==> src/sv/row_ratio_center_filter_defines.svh <==
// ----------------------------------------------------------------------------
// Row ratio center filter: assertion macros
// Shared property forms for the concurrent checks of the filter.
// ----------------------------------------------------------------------------
`ifndef ROW_RATIO_CENTER_FILTER_DEFINES_SVH
`define ROW_RATIO_CENTER_FILTER_DEFINES_SVH

// Same-cycle implication, disabled during reset.
`define RRCF_ASSERT_IMPL(name, ante, cons, msg) \
    name: assert property (@(posedge clk) disable iff (!rst_n) (ante) |-> (cons)) \
        else $error(msg);

// Next-cycle implication, disabled during reset.
`define RRCF_ASSERT_NEXT(name, ante, cons, msg) \
    name: assert property (@(posedge clk) disable iff (!rst_n) (ante) |=> (cons)) \
        else $error(msg);

`endif

==> src/sv/rrcf_pkg.sv <==
// ----------------------------------------------------------------------------
// Row ratio center filter package
// Widths, reset values, register codes and the types shared by the modules.
// ----------------------------------------------------------------------------
package rrcf_pkg;

    localparam int PIXEL_W           = 8;
    localparam int VALUE_W           = 16;
    localparam int FRACTION_BITS_DEF = 8;
    localparam int CFG_INDEX_W       = 1;
    localparam int CFG_DATA_W        = 8;
    localparam int WINDOWS           = 3;
    localparam int QUEUE_DEPTH       = 2;

    localparam logic [CFG_DATA_W-1:0] VALIDITY_RESET   = 8'd250;
    localparam logic [CFG_DATA_W-1:0] DIFFERENCE_RESET = 8'd2;

    typedef enum logic [CFG_INDEX_W-1:0] {
        CFG_VALIDITY   = 1'b0,
        CFG_DIFFERENCE = 1'b1
    } cfg_index_t;

    typedef struct packed {
        logic [CFG_DATA_W-1:0] validity;
        logic [CFG_DATA_W-1:0] difference;
    } thresh_t;

    // Five-tap window: far left, left, center, right, far right.
    typedef struct packed {
        logic [PIXEL_W-1:0] fl;
        logic [PIXEL_W-1:0] l;
        logic [PIXEL_W-1:0] c;
        logic [PIXEL_W-1:0] r;
        logic [PIXEL_W-1:0] fr;
    } window_t;

    // One accepted pixel's work: up to three windows, each already classified.
    typedef struct packed {
        window_t [WINDOWS-1:0] win;
        logic [WINDOWS-1:0]    ratio;
        logic [1:0]            last_idx;
        logic                  row_end;
    } task_t;

    typedef enum logic [2:0] {
        BK_IDLE,
        BK_PREP,
        BK_EVAL,
        BK_DIV,
        BK_OUT
    } back_state_t;

endpackage

==> src/sv/rrcf_front.sv <==
// ----------------------------------------------------------------------------
// Row ratio center filter: front end
// Accepts pixels, keeps the row history, builds the mirrored windows that the
// pixel completes and classifies each one as ratio or plain average.
// ----------------------------------------------------------------------------
module rrcf_front (
    input  logic                              clk,
    input  logic                              rst_n,
    input  logic                              s_tvalid,
    output logic                              s_tready,
    input  logic [rrcf_pkg::PIXEL_W-1:0]      s_tdata,
    input  logic                              s_tlast,
    input  rrcf_pkg::thresh_t                 thresh,
    input  logic                              full,
    output logic                              push,
    output rrcf_pkg::task_t                   push_data
);

    logic [rrcf_pkg::PIXEL_W-1:0] hist_reg [4];
    logic [rrcf_pkg::PIXEL_W-1:0] hist_next [4];
    logic [1:0]                   fill_reg;
    logic [1:0]                   fill_next;
    logic                         accept;
    logic                         has_results;
    rrcf_pkg::window_t            w0;
    rrcf_pkg::window_t            w1;
    rrcf_pkg::window_t            w2;
    logic [rrcf_pkg::PIXEL_W-1:0] px;

    function automatic logic use_ratio(input rrcf_pkg::window_t w,
                                       input rrcf_pkg::thresh_t t);
        logic [rrcf_pkg::PIXEL_W-1:0] diff;
        diff = (w.l > w.r) ? (w.l - w.r) : (w.r - w.l);
        return (w.fl < t.validity) && (w.l < t.validity) && (w.r < t.validity)
            && (w.fr < t.validity) && (diff >= t.difference);
    endfunction

    assign px       = s_tdata;
    assign s_tready = !full;
    assign accept   = s_tvalid && s_tready;
    // The first two pixels of a row give nothing unless the row ends there.
    assign has_results = fill_reg[1] || s_tlast;
    assign push        = accept && has_results;

    always_comb
    begin
        w0 = '{fl: px, l: px, c: px, r: px, fr: px};
        w1 = w0;
        w2 = w0;
        push_data.last_idx = 2'd0;
        unique case (fill_reg)
            2'd0:
            begin
                push_data.last_idx = 2'd0;
            end
            2'd1:
            begin
                w0 = '{fl: hist_reg[0], l: px, c: hist_reg[0], r: px, fr: hist_reg[0]};
                w1 = '{fl: px, l: hist_reg[0], c: px, r: hist_reg[0], fr: px};
                push_data.last_idx = 2'd1;
            end
            2'd2:
            begin
                w0 = '{fl: px, l: hist_reg[0], c: hist_reg[1], r: hist_reg[0], fr: px};
                w1 = '{fl: hist_reg[0], l: hist_reg[1], c: hist_reg[0], r: px,
                       fr: hist_reg[0]};
                w2 = '{fl: hist_reg[1], l: hist_reg[0], c: px, r: hist_reg[0],
                       fr: hist_reg[1]};
                push_data.last_idx = s_tlast ? 2'd2 : 2'd0;
            end
            2'd3:
            begin
                w0 = '{fl: hist_reg[3], l: hist_reg[2], c: hist_reg[1], r: hist_reg[0],
                       fr: px};
                w1 = '{fl: hist_reg[2], l: hist_reg[1], c: hist_reg[0], r: px,
                       fr: hist_reg[0]};
                w2 = '{fl: hist_reg[1], l: hist_reg[0], c: px, r: hist_reg[0],
                       fr: hist_reg[1]};
                push_data.last_idx = s_tlast ? 2'd2 : 2'd0;
            end
            default:
            begin
                push_data.last_idx = 2'd0;
            end
        endcase
        push_data.win[0]   = w0;
        push_data.win[1]   = w1;
        push_data.win[2]   = w2;
        push_data.ratio[0] = use_ratio(w0, thresh);
        push_data.ratio[1] = use_ratio(w1, thresh);
        push_data.ratio[2] = use_ratio(w2, thresh);
        push_data.row_end  = s_tlast;
    end

    always_comb
    begin
        hist_next = hist_reg;
        fill_next = fill_reg;
        if (accept)
        begin
            if (s_tlast)
            begin
                fill_next = 2'd0;
            end
            else
            begin
                hist_next[0] = px;
                hist_next[1] = hist_reg[0];
                hist_next[2] = hist_reg[1];
                // Left mirror: column -1 reads column 1 once the row is three wide.
                hist_next[3] = (fill_reg == 2'd2) ? hist_reg[0] : hist_reg[2];
                if (fill_reg != 2'd3)
                begin
                    fill_next = fill_reg + 2'd1;
                end
            end
        end
    end

    always_ff @(posedge clk or negedge rst_n)
    begin
        if (!rst_n)
        begin
            fill_reg <= 2'd0;
        end
        else
        begin
            fill_reg <= fill_next;
        end
    end

    always_ff @(posedge clk)
    begin
        hist_reg <= hist_next;
    end

endmodule

==> src/sv/rrcf_queue.sv <==
// ----------------------------------------------------------------------------
// Row ratio center filter: task queue
// Short first-in first-out queue of window tasks between front and back end.
// ----------------------------------------------------------------------------
module rrcf_queue (
    input  logic            clk,
    input  logic            rst_n,
    input  logic            push,
    input  rrcf_pkg::task_t push_data,
    output logic            full,
    input  logic            pop,
    output rrcf_pkg::task_t pop_data,
    output logic            empty
);

    localparam int DEPTH = rrcf_pkg::QUEUE_DEPTH;
    localparam int PW    = (DEPTH > 1) ? $clog2(DEPTH) : 1;
    localparam int CW    = $clog2(DEPTH + 1);

    rrcf_pkg::task_t mem_reg [DEPTH];
    logic [PW-1:0]   wr_ptr_reg;
    logic [PW-1:0]   wr_ptr_next;
    logic [PW-1:0]   rd_ptr_reg;
    logic [PW-1:0]   rd_ptr_next;
    logic [CW-1:0]   count_reg;
    logic [CW-1:0]   count_next;
    logic            do_push;
    logic            do_pop;

    assign full     = (count_reg == CW'(DEPTH));
    assign empty    = (count_reg == '0);
    assign do_push  = push && !full;
    assign do_pop   = pop && !empty;
    assign pop_data = mem_reg[rd_ptr_reg];

    always_comb
    begin
        wr_ptr_next = wr_ptr_reg;
        rd_ptr_next = rd_ptr_reg;
        count_next  = count_reg;
        if (do_push)
        begin
            wr_ptr_next = (wr_ptr_reg == PW'(DEPTH - 1)) ? '0 : wr_ptr_reg + PW'(1);
        end
        if (do_pop)
        begin
            rd_ptr_next = (rd_ptr_reg == PW'(DEPTH - 1)) ? '0 : rd_ptr_reg + PW'(1);
        end
        if (do_push && !do_pop)
        begin
            count_next = count_reg + CW'(1);
        end
        else if (do_pop && !do_push)
        begin
            count_next = count_reg - CW'(1);
        end
    end

    always_ff @(posedge clk or negedge rst_n)
    begin
        if (!rst_n)
        begin
            wr_ptr_reg <= '0;
            rd_ptr_reg <= '0;
            count_reg  <= '0;
        end
        else
        begin
            wr_ptr_reg <= wr_ptr_next;
            rd_ptr_reg <= rd_ptr_next;
            count_reg  <= count_next;
        end
    end

    always_ff @(posedge clk)
    begin
        if (do_push)
        begin
            mem_reg[wr_ptr_reg] <= push_data;
        end
    end

endmodule

==> src/sv/rrcf_back.sv <==
// ----------------------------------------------------------------------------
// Row ratio center filter: back end
// Works through the windows of each task: products, clamp test, a serial
// restoring divider for the ratio estimate, and the output register.
// ----------------------------------------------------------------------------
module rrcf_back #(
    parameter int FRACTION_BITS = rrcf_pkg::FRACTION_BITS_DEF
) (
    input  logic                              clk,
    input  logic                              rst_n,
    input  logic                              empty,
    input  rrcf_pkg::task_t                   pop_data,
    output logic                              pop,
    output logic                              m_tvalid,
    input  logic                              m_tready,
    output logic [rrcf_pkg::VALUE_W-1:0]      m_tdata,
    output logic                              m_tlast,
    output logic [0:0]                        m_tuser
);

    localparam int VW = rrcf_pkg::VALUE_W;
    // Quotient bits: the filtered value stays below 2^(8+FRACTION_BITS).
    localparam int QW = 8 + FRACTION_BITS;
    localparam int CW = $clog2(QW);
    localparam int EW = (10 + FRACTION_BITS > VW) ? 10 + FRACTION_BITS : VW;
    localparam int RW = (QW > VW) ? QW : VW;

    rrcf_pkg::back_state_t state_reg, state_next;
    rrcf_pkg::task_t       task_reg, task_next;
    rrcf_pkg::window_t     win;
    logic [1:0]            idx_reg, idx_next;
    logic [CW-1:0]         cnt_reg, cnt_next;
    logic [7:0]            c_reg, c_next;
    logic [9:0]            s_reg, s_next;
    logic [18:0]           top_reg, top_next;
    logic [18:0]           twosc_reg, twosc_next;
    logic [9:0]            avg_reg, avg_next;
    logic                  ratio_reg, ratio_next;
    logic [11:0]           rem_reg, rem_next;
    logic [QW-1:0]         lo_reg, lo_next;
    logic [VW-1:0]         value_reg, value_next;
    logic                  out_valid_reg, out_valid_next;
    logic [VW-1:0]         out_data_reg, out_data_next;
    logic                  out_last_reg, out_last_next;
    logic                  out_run_reg, out_run_next;

    logic [8:0]            lr;
    logic [9:0]            s_win;
    logic [16:0]           clr;
    logic [17:0]           sc;
    logic [18:0]           limit;
    logic [19:0]           num;
    logic [11:0]           divisor;
    logic [12:0]           trial;
    logic                  ge;
    logic [RW-1:0]         quot;
    logic                  out_free;
    logic                  is_last;

    // (x * 2^FRACTION_BITS) / 2^sh, low value bits kept.
    function automatic logic [VW-1:0] fix_value(input logic [9:0] x, input logic [1:0] sh);
        logic [EW-1:0] e;
        e = EW'(x) << FRACTION_BITS;
        e = e >> sh;
        return e[VW-1:0];
    endfunction

    assign win      = task_reg.win[idx_reg];
    assign out_free = !out_valid_reg || m_tready;
    assign is_last  = (idx_reg == task_reg.last_idx);

    assign lr      = 9'(win.l) + 9'(win.r);
    assign s_win   = 10'(win.fl) + 10'(win.c) + 10'(win.fr);
    assign clr     = 17'(win.c) * 17'(lr);
    assign sc      = 18'(s_win) * 18'(win.c);
    assign limit   = 19'({s_reg, 9'b0}) - 19'({s_reg, 1'b0});
    assign num     = 20'(twosc_reg) + 20'(top_reg);
    assign divisor = {s_reg, 2'b00};
    assign trial   = {rem_reg, lo_reg[QW-1]};
    assign ge      = (trial >= {1'b0, divisor});

    always_comb
    begin
        state_next     = state_reg;
        task_next      = task_reg;
        idx_next       = idx_reg;
        cnt_next       = cnt_reg;
        c_next         = c_reg;
        s_next         = s_reg;
        top_next       = top_reg;
        twosc_next     = twosc_reg;
        avg_next       = avg_reg;
        ratio_next     = ratio_reg;
        rem_next       = rem_reg;
        lo_next        = lo_reg;
        value_next     = value_reg;
        out_data_next  = out_data_reg;
        out_last_next  = out_last_reg;
        out_run_next   = out_run_reg;
        out_valid_next = out_valid_reg && !m_tready;
        pop            = 1'b0;
        quot           = '0;

        unique case (state_reg)
            rrcf_pkg::BK_IDLE:
            begin
                if (!empty)
                begin
                    pop        = 1'b1;
                    task_next  = pop_data;
                    idx_next   = 2'd0;
                    state_next = rrcf_pkg::BK_PREP;
                end
            end
            rrcf_pkg::BK_PREP:
            begin
                c_next     = win.c;
                s_next     = s_win;
                top_next   = (19'(clr) << 1) + 19'(clr);
                twosc_next = {sc, 1'b0};
                avg_next   = 10'({win.c, 1'b0}) + 10'(win.l) + 10'(win.r);
                ratio_next = task_reg.ratio[idx_reg];
                state_next = rrcf_pkg::BK_EVAL;
            end
            rrcf_pkg::BK_EVAL:
            begin
                if (!ratio_reg)
                begin
                    value_next = fix_value(avg_reg, 2'd2);
                    state_next = rrcf_pkg::BK_OUT;
                end
                else if (s_reg == '0)
                begin
                    // Far sum of zero: estimate is zero.
                    value_next = fix_value(10'(c_reg), 2'd1);
                    state_next = rrcf_pkg::BK_OUT;
                end
                else if (top_reg >= limit)
                begin
                    // Ratio estimate clamps at full scale.
                    value_next = fix_value(10'(c_reg) + 10'd255, 2'd1);
                    state_next = rrcf_pkg::BK_OUT;
                end
                else
                begin
                    rem_next   = num[19:8];
                    lo_next    = QW'(num[7:0]) << FRACTION_BITS;
                    cnt_next   = CW'(QW - 1);
                    state_next = rrcf_pkg::BK_DIV;
                end
            end
            rrcf_pkg::BK_DIV:
            begin
                rem_next = ge ? 12'(trial - {1'b0, divisor}) : trial[11:0];
                lo_next  = {lo_reg[QW-2:0], ge};
                quot     = RW'(lo_next);
                if (cnt_reg == '0)
                begin
                    value_next = quot[VW-1:0];
                    state_next = rrcf_pkg::BK_OUT;
                end
                else
                begin
                    cnt_next = cnt_reg - CW'(1);
                end
            end
            rrcf_pkg::BK_OUT:
            begin
                if (out_free)
                begin
                    out_valid_next = 1'b1;
                    out_data_next  = value_reg;
                    out_last_next  = task_reg.row_end && is_last;
                    out_run_next   = is_last;
                    if (is_last)
                    begin
                        state_next = rrcf_pkg::BK_IDLE;
                    end
                    else
                    begin
                        idx_next   = idx_reg + 2'd1;
                        state_next = rrcf_pkg::BK_PREP;
                    end
                end
            end
            default:
            begin
                state_next = rrcf_pkg::BK_IDLE;
            end
        endcase
    end

    always_ff @(posedge clk or negedge rst_n)
    begin
        if (!rst_n)
        begin
            state_reg     <= rrcf_pkg::BK_IDLE;
            idx_reg       <= 2'd0;
            cnt_reg       <= '0;
            out_valid_reg <= 1'b0;
        end
        else
        begin
            state_reg     <= state_next;
            idx_reg       <= idx_next;
            cnt_reg       <= cnt_next;
            out_valid_reg <= out_valid_next;
        end
    end

    always_ff @(posedge clk)
    begin
        task_reg     <= task_next;
        c_reg        <= c_next;
        s_reg        <= s_next;
        top_reg      <= top_next;
        twosc_reg    <= twosc_next;
        avg_reg      <= avg_next;
        ratio_reg    <= ratio_next;
        rem_reg      <= rem_next;
        lo_reg       <= lo_next;
        value_reg    <= value_next;
        out_data_reg <= out_data_next;
        out_last_reg <= out_last_next;
        out_run_reg  <= out_run_next;
    end

    assign m_tvalid   = out_valid_reg;
    assign m_tdata    = out_data_reg;
    assign m_tlast    = out_last_reg;
    assign m_tuser[0] = out_run_reg;

endmodule

==> src/sv/row_ratio_center_filter.sv <==
// ----------------------------------------------------------------------------
// Row ratio center filter
// Horizontal five-tap center filter with mirrored row ends and a ratio estimate.
// ----------------------------------------------------------------------------
// Pixels enter one per transaction on the slave stream, tlast marking the last
// pixel of a row; each result leaves on the master stream two pixels behind,
// and the row end flushes up to three results. Any pixel that gives no result
// is taken and queues no task. A pixel with results is dequeued in the idle
// state; each result then passes the prep, evaluate and output states, and
// the serial divider after evaluate when the ratio estimate runs. The divider
// retires one quotient bit per cycle and sets the throughput. A two-entry task
// queue lets the input keep accepting while the divider works and a result
// waits in the output register. The user must write thresholds through cfg_we,
// cfg_index, cfg_data only while the block is idle; it does not enforce this.
module row_ratio_center_filter #(
    parameter int FRACTION_BITS = rrcf_pkg::FRACTION_BITS_DEF
) (
    input  logic                                 clk,
    input  logic                                 rst_n,
    input  logic                                 s_tvalid,
    output logic                                 s_tready,
    input  logic [7:0]                           s_tdata,   // [7:0] pixel
    input  logic                                 s_tlast,
    output logic                                 m_tvalid,
    input  logic                                 m_tready,
    output logic [15:0]                          m_tdata,   // [15:0] center_value
    output logic                                 m_tlast,
    output logic [0:0]                           m_tuser,   // [0] run_last
    input  logic                                 cfg_we,
    input  logic [rrcf_pkg::CFG_INDEX_W-1:0]     cfg_index,
    input  logic [rrcf_pkg::CFG_DATA_W-1:0]      cfg_data
);

`include "row_ratio_center_filter_defines.svh"

    rrcf_pkg::thresh_t thresh_reg, thresh_next;
    rrcf_pkg::task_t   push_data;
    rrcf_pkg::task_t   pop_data;
    logic              q_push;
    logic              q_pop;
    logic              q_full;
    logic              q_empty;

    always_comb
    begin
        thresh_next = thresh_reg;
        if (cfg_we)
        begin
            unique case (rrcf_pkg::cfg_index_t'(cfg_index))
                rrcf_pkg::CFG_VALIDITY:   thresh_next.validity   = cfg_data;
                rrcf_pkg::CFG_DIFFERENCE: thresh_next.difference = cfg_data;
                default:                  thresh_next = thresh_reg;
            endcase
        end
    end

    always_ff @(posedge clk or negedge rst_n)
    begin
        if (!rst_n)
        begin
            thresh_reg.validity   <= rrcf_pkg::VALIDITY_RESET;
            thresh_reg.difference <= rrcf_pkg::DIFFERENCE_RESET;
        end
        else
        begin
            thresh_reg <= thresh_next;
        end
    end

    rrcf_front u_front (
        .clk       (clk),
        .rst_n     (rst_n),
        .s_tvalid  (s_tvalid),
        .s_tready  (s_tready),
        .s_tdata   (s_tdata),
        .s_tlast   (s_tlast),
        .thresh    (thresh_reg),
        .full      (q_full),
        .push      (q_push),
        .push_data (push_data)
    );

    rrcf_queue u_queue (
        .clk       (clk),
        .rst_n     (rst_n),
        .push      (q_push),
        .push_data (push_data),
        .full      (q_full),
        .pop       (q_pop),
        .pop_data  (pop_data),
        .empty     (q_empty)
    );

    rrcf_back #(
        .FRACTION_BITS (FRACTION_BITS)
    ) u_back (
        .clk      (clk),
        .rst_n    (rst_n),
        .empty    (q_empty),
        .pop_data (pop_data),
        .pop      (q_pop),
        .m_tvalid (m_tvalid),
        .m_tready (m_tready),
        .m_tdata  (m_tdata),
        .m_tlast  (m_tlast),
        .m_tuser  (m_tuser)
    );

    `RRCF_ASSERT_IMPL(a_no_overflow, q_push, !q_full, "task pushed into a full queue")
    `RRCF_ASSERT_IMPL(a_no_underflow, q_pop, !q_empty, "task popped from an empty queue")
    `RRCF_ASSERT_NEXT(a_pop_spacing, q_pop, !q_pop, "back end popped on consecutive cycles")
    `RRCF_ASSERT_IMPL(a_row_last_run, m_tvalid && m_tlast, m_tuser[0], "row end without run end")

endmodule

==> config.mk <==
export PLATFORM = sky130hd
export DESIGN_NAME = row_ratio_center_filter
export DESIGN_NICKNAME = d
export VERILOG_FILES = /design/src/sv/rrcf_pkg.sv /design/src/sv/rrcf_front.sv /design/src/sv/rrcf_queue.sv /design/src/sv/rrcf_back.sv /design/src/sv/row_ratio_center_filter.sv
export VERILOG_INCLUDE_DIRS = /design/src /design/src/sv
export SDC_FILE = /design/constraint.sdc
export NUM_CORES = 1
export LEC_CHECK = 0
export BUFFER_PORTS_ARGS = -buffer_cell sky130_fd_sc_hd__buf_2
export CAP_MARGIN = 20
export CORE_UTILIZATION = 40
export DETAILED_ROUTE_END_ITERATION = 10
export PLACE_DENSITY = 0.55
export SKIP_LAST_GASP = 1
export SYNTH_ARGS = -nofsm -noshare
export SYNTH_HDL_FRONTEND = slang
export SYNTH_SLANG_ARGS = --single-unit
==> constraint.sdc <==
create_clock -name clk -period 9.29 [get_ports clk]
set_input_delay 1.858 -clock clk [delete_from_list [all_inputs] [get_ports clk]]
set_output_delay 1.858 -clock clk [all_outputs]
set_load 0.005 [all_outputs]
==> summary.txt <==
Status = finished clean
DP Wirelength = 51800 um
Final setup viols = 0
Layout cells sized above 1 = 11.2%
Port bufs = 42
Crit Path Class = reg2reg
Post-route minimum period = 8370 ps
First-pass GRT wire length = 104000 um
Setup_tns = 0 ps
Avg Synthesized Cell Area = 11.0 sq um
# DRC = 0
Mapped Area = 27200 sq um
Area grow syn2layout = 10.5%
Post-synth top area share = 40.9%
Die height = 263 um
Worst setup EP type = flop
Diode count = 0
Nets = 2924
WL/cell = 19.6 um
Critical Path Fanout Max = 42
Max reg flops = 140
Placed instance count = 3343
GRT Util Overall = 19.4%
Distinct cells, synth = 80
Register area share after synthesis = 43.9%
Flops & latches, synth = 402
Number of buffers and inverters on the critical path = 3
Root Buffer = clkbuf_16
Fin util = 44.7%
Area contributors post-synth = edfxtp_1 41%, ha_1 13%, fa_1 8.0%, mux2_2 3.9%, inv_1 3.8%
Post-route clock period utilization = 90.1%
Unrepaired setup endpoints after global routing = false
Cell with the most instances after synthesis = edfxtp_1
TritonCTS clock tree = built
Post-CTS setup buffers = 0
Die area = 69000 sq um
CP required = 9590 ps
Initial antenna violation count = 0
Core Area = 67200 sq um
Std-Cell Rows = 95
Vias = 17900
Worst-Margin Slew = 1010 ps
Top Ports = 43
Max stage delay cell, worst path = dfrtp_2
Fmax = 119 MHz
Max Cap Viol = 0
Post-CTS sizing = 0
Vias per cell = 5.23
Clock Skews = 29.0 ps
Syn Nets = 2867
CTS clk-pin slew, worst paths = 60 ps
Worst Setup Start Kind = flop
Largest area contributor in the netlist = edfxtp_1
Post-synth ARST share = 7.96%
Slew margin rel. = 31.7%
Final GP Congestion = 0.908
Worst endpoint data arrival time = 8670 ps
Clk_lat worst skew = 600 ps
Post-Syn Instances = 2460
DRT Pass-1 Iters = 6
WL final = 67000 um
Initial drt markers = 1020
Count of flip-flops with a built-in enable after synthesis = 370
TritonCTS Sinks = 402
Hold_buf cts = 0
Worst hold path class = reg2reg
CTS Buffer Depth = 3
Global route overflow = 0
Worst stage delay on the critical path = 860 ps
Delay-heaviest family, CP = adder cells
Post-route ant nets = 0
CTS buffer count = 45
Final Slew Violations = 0
Largest net degree at the start of global routing = 75
Starting Density = 40.5%
Die X = 263 um
Yosys warns = 0
Post-Layout Cell Count = 3426
Via count of the first global-routing pass = 18500
Synth Flop Type = edfxtp_1
Fin. Hold Viols = 0
Most common library cells after synthesis = 370 x edfxtp_1, 276 x ha_1, 273 x inv_1
H-tree depth = 2
final timing paths:
path	cells past startpoint	to	from	slack (ps)
setup / recovery	32	u_back.top_reg[17]	u_back.idx_reg[1]	920
hold / removal	0	u_back.m_tdata[14]	u_back.value_reg[14]	420
setup reg to reg	32	u_back.top_reg[17]	u_back.idx_reg[1]	920
hold reg to reg	0	u_back.m_tdata[14]	u_back.value_reg[14]	420
max in group asynchronous	1	u_back.idx_reg[1]	rst_n	7320
min in group asynchronous	1	thresh_reg[10]	rst_n	1360
cells in the final DEF, fill, tap and decap left out, drive strengths merged, types with 10 or more instances in the layout:
| master | count |
|---|---|
| a211oi | 10 |
| inv | 277 |
| o21a | 34 |
| nand3b | 11 |
| clkbuf | 54 |
| nand4 | 13 |
| o21ai | 125 |
| mux2 | 95 |
| dfrtp | 25 |
| and2 | 23 |
| buf | 73 |
| o21bai | 19 |
| mux2i | 38 |
| ha | 276 |
| or2 | 12 |
| nor2 | 180 |
| nor3 | 36 |
| and3 | 12 |
| a22oi | 13 |
| nand2b | 36 |
| a21o | 49 |
| clkinv | 19 |
| xor2 | 39 |
| a21oi | 142 |
| edfxtp | 370 |
| xnor2 | 83 |
| nand2 | 209 |
| fa | 108 |
| a21boi | 12 |
| nand3 | 14 |
| nor2b | 48 |
cell type report:
class	count	area [sq um]
fill	6203	37100
timing repair buffer	73	455
clock inverter	29	344
inverter	274	1030
sequential	402	11900
multi-input combinational	1721	14000
tap	873	1090
clock buffer	54	1180
per-stage QoR:
stage                     setup slack, ps  hold WS, ps  instance area [sq um]
after floorplan                       589          400                  27200
after global placement               1200          402                  28500
after detailed placement              906          405                  28500
after CTS                             880          419                  30000
after global routing                  350          424                  30000
final                                 918          418                  30000
worst register-to-register path: cells and delay by family (launching register included):
kind / cells / cell delay (ps)
fa+ha+maj: 7 / 3030
compound gates: 13 / 2280
simple gates: 6 / 920
flops: 1 / 860
xor+xnor: 3 / 820
buf+inv: 3 / 190
cells by family after synthesis:
group	count (synthesis)	synth area share, %
AO/OA/AOI/OAI	462	10.8
XOR/XNOR	122	3.93
adder cells (fa/ha/maj)	384	20.7
buffers and inverters	337	4.70
flip-flops	402	43.9
multiplexers	133	5.34
AND/OR/NAND/NOR	620	10.7
layer usage:
| metal | share of wire (%) | vias up | GRT usage, % |
|---|---|---|---|
| li1 | - | 8745 | - |
| met1 | 43 | 8709 | 23.8 |
| met2 | 50 | 355 | 34.1 |
| met3 | 3.3 | 105 | 2.36 |
| met4 | 4.1 | 0 | 8.63 |
| met5 | 0 | - | 0 |
Power is left out: the tool's default activity adds up to more than one toggle a clock period on the data nets, which glitch-free logic cannot reach.
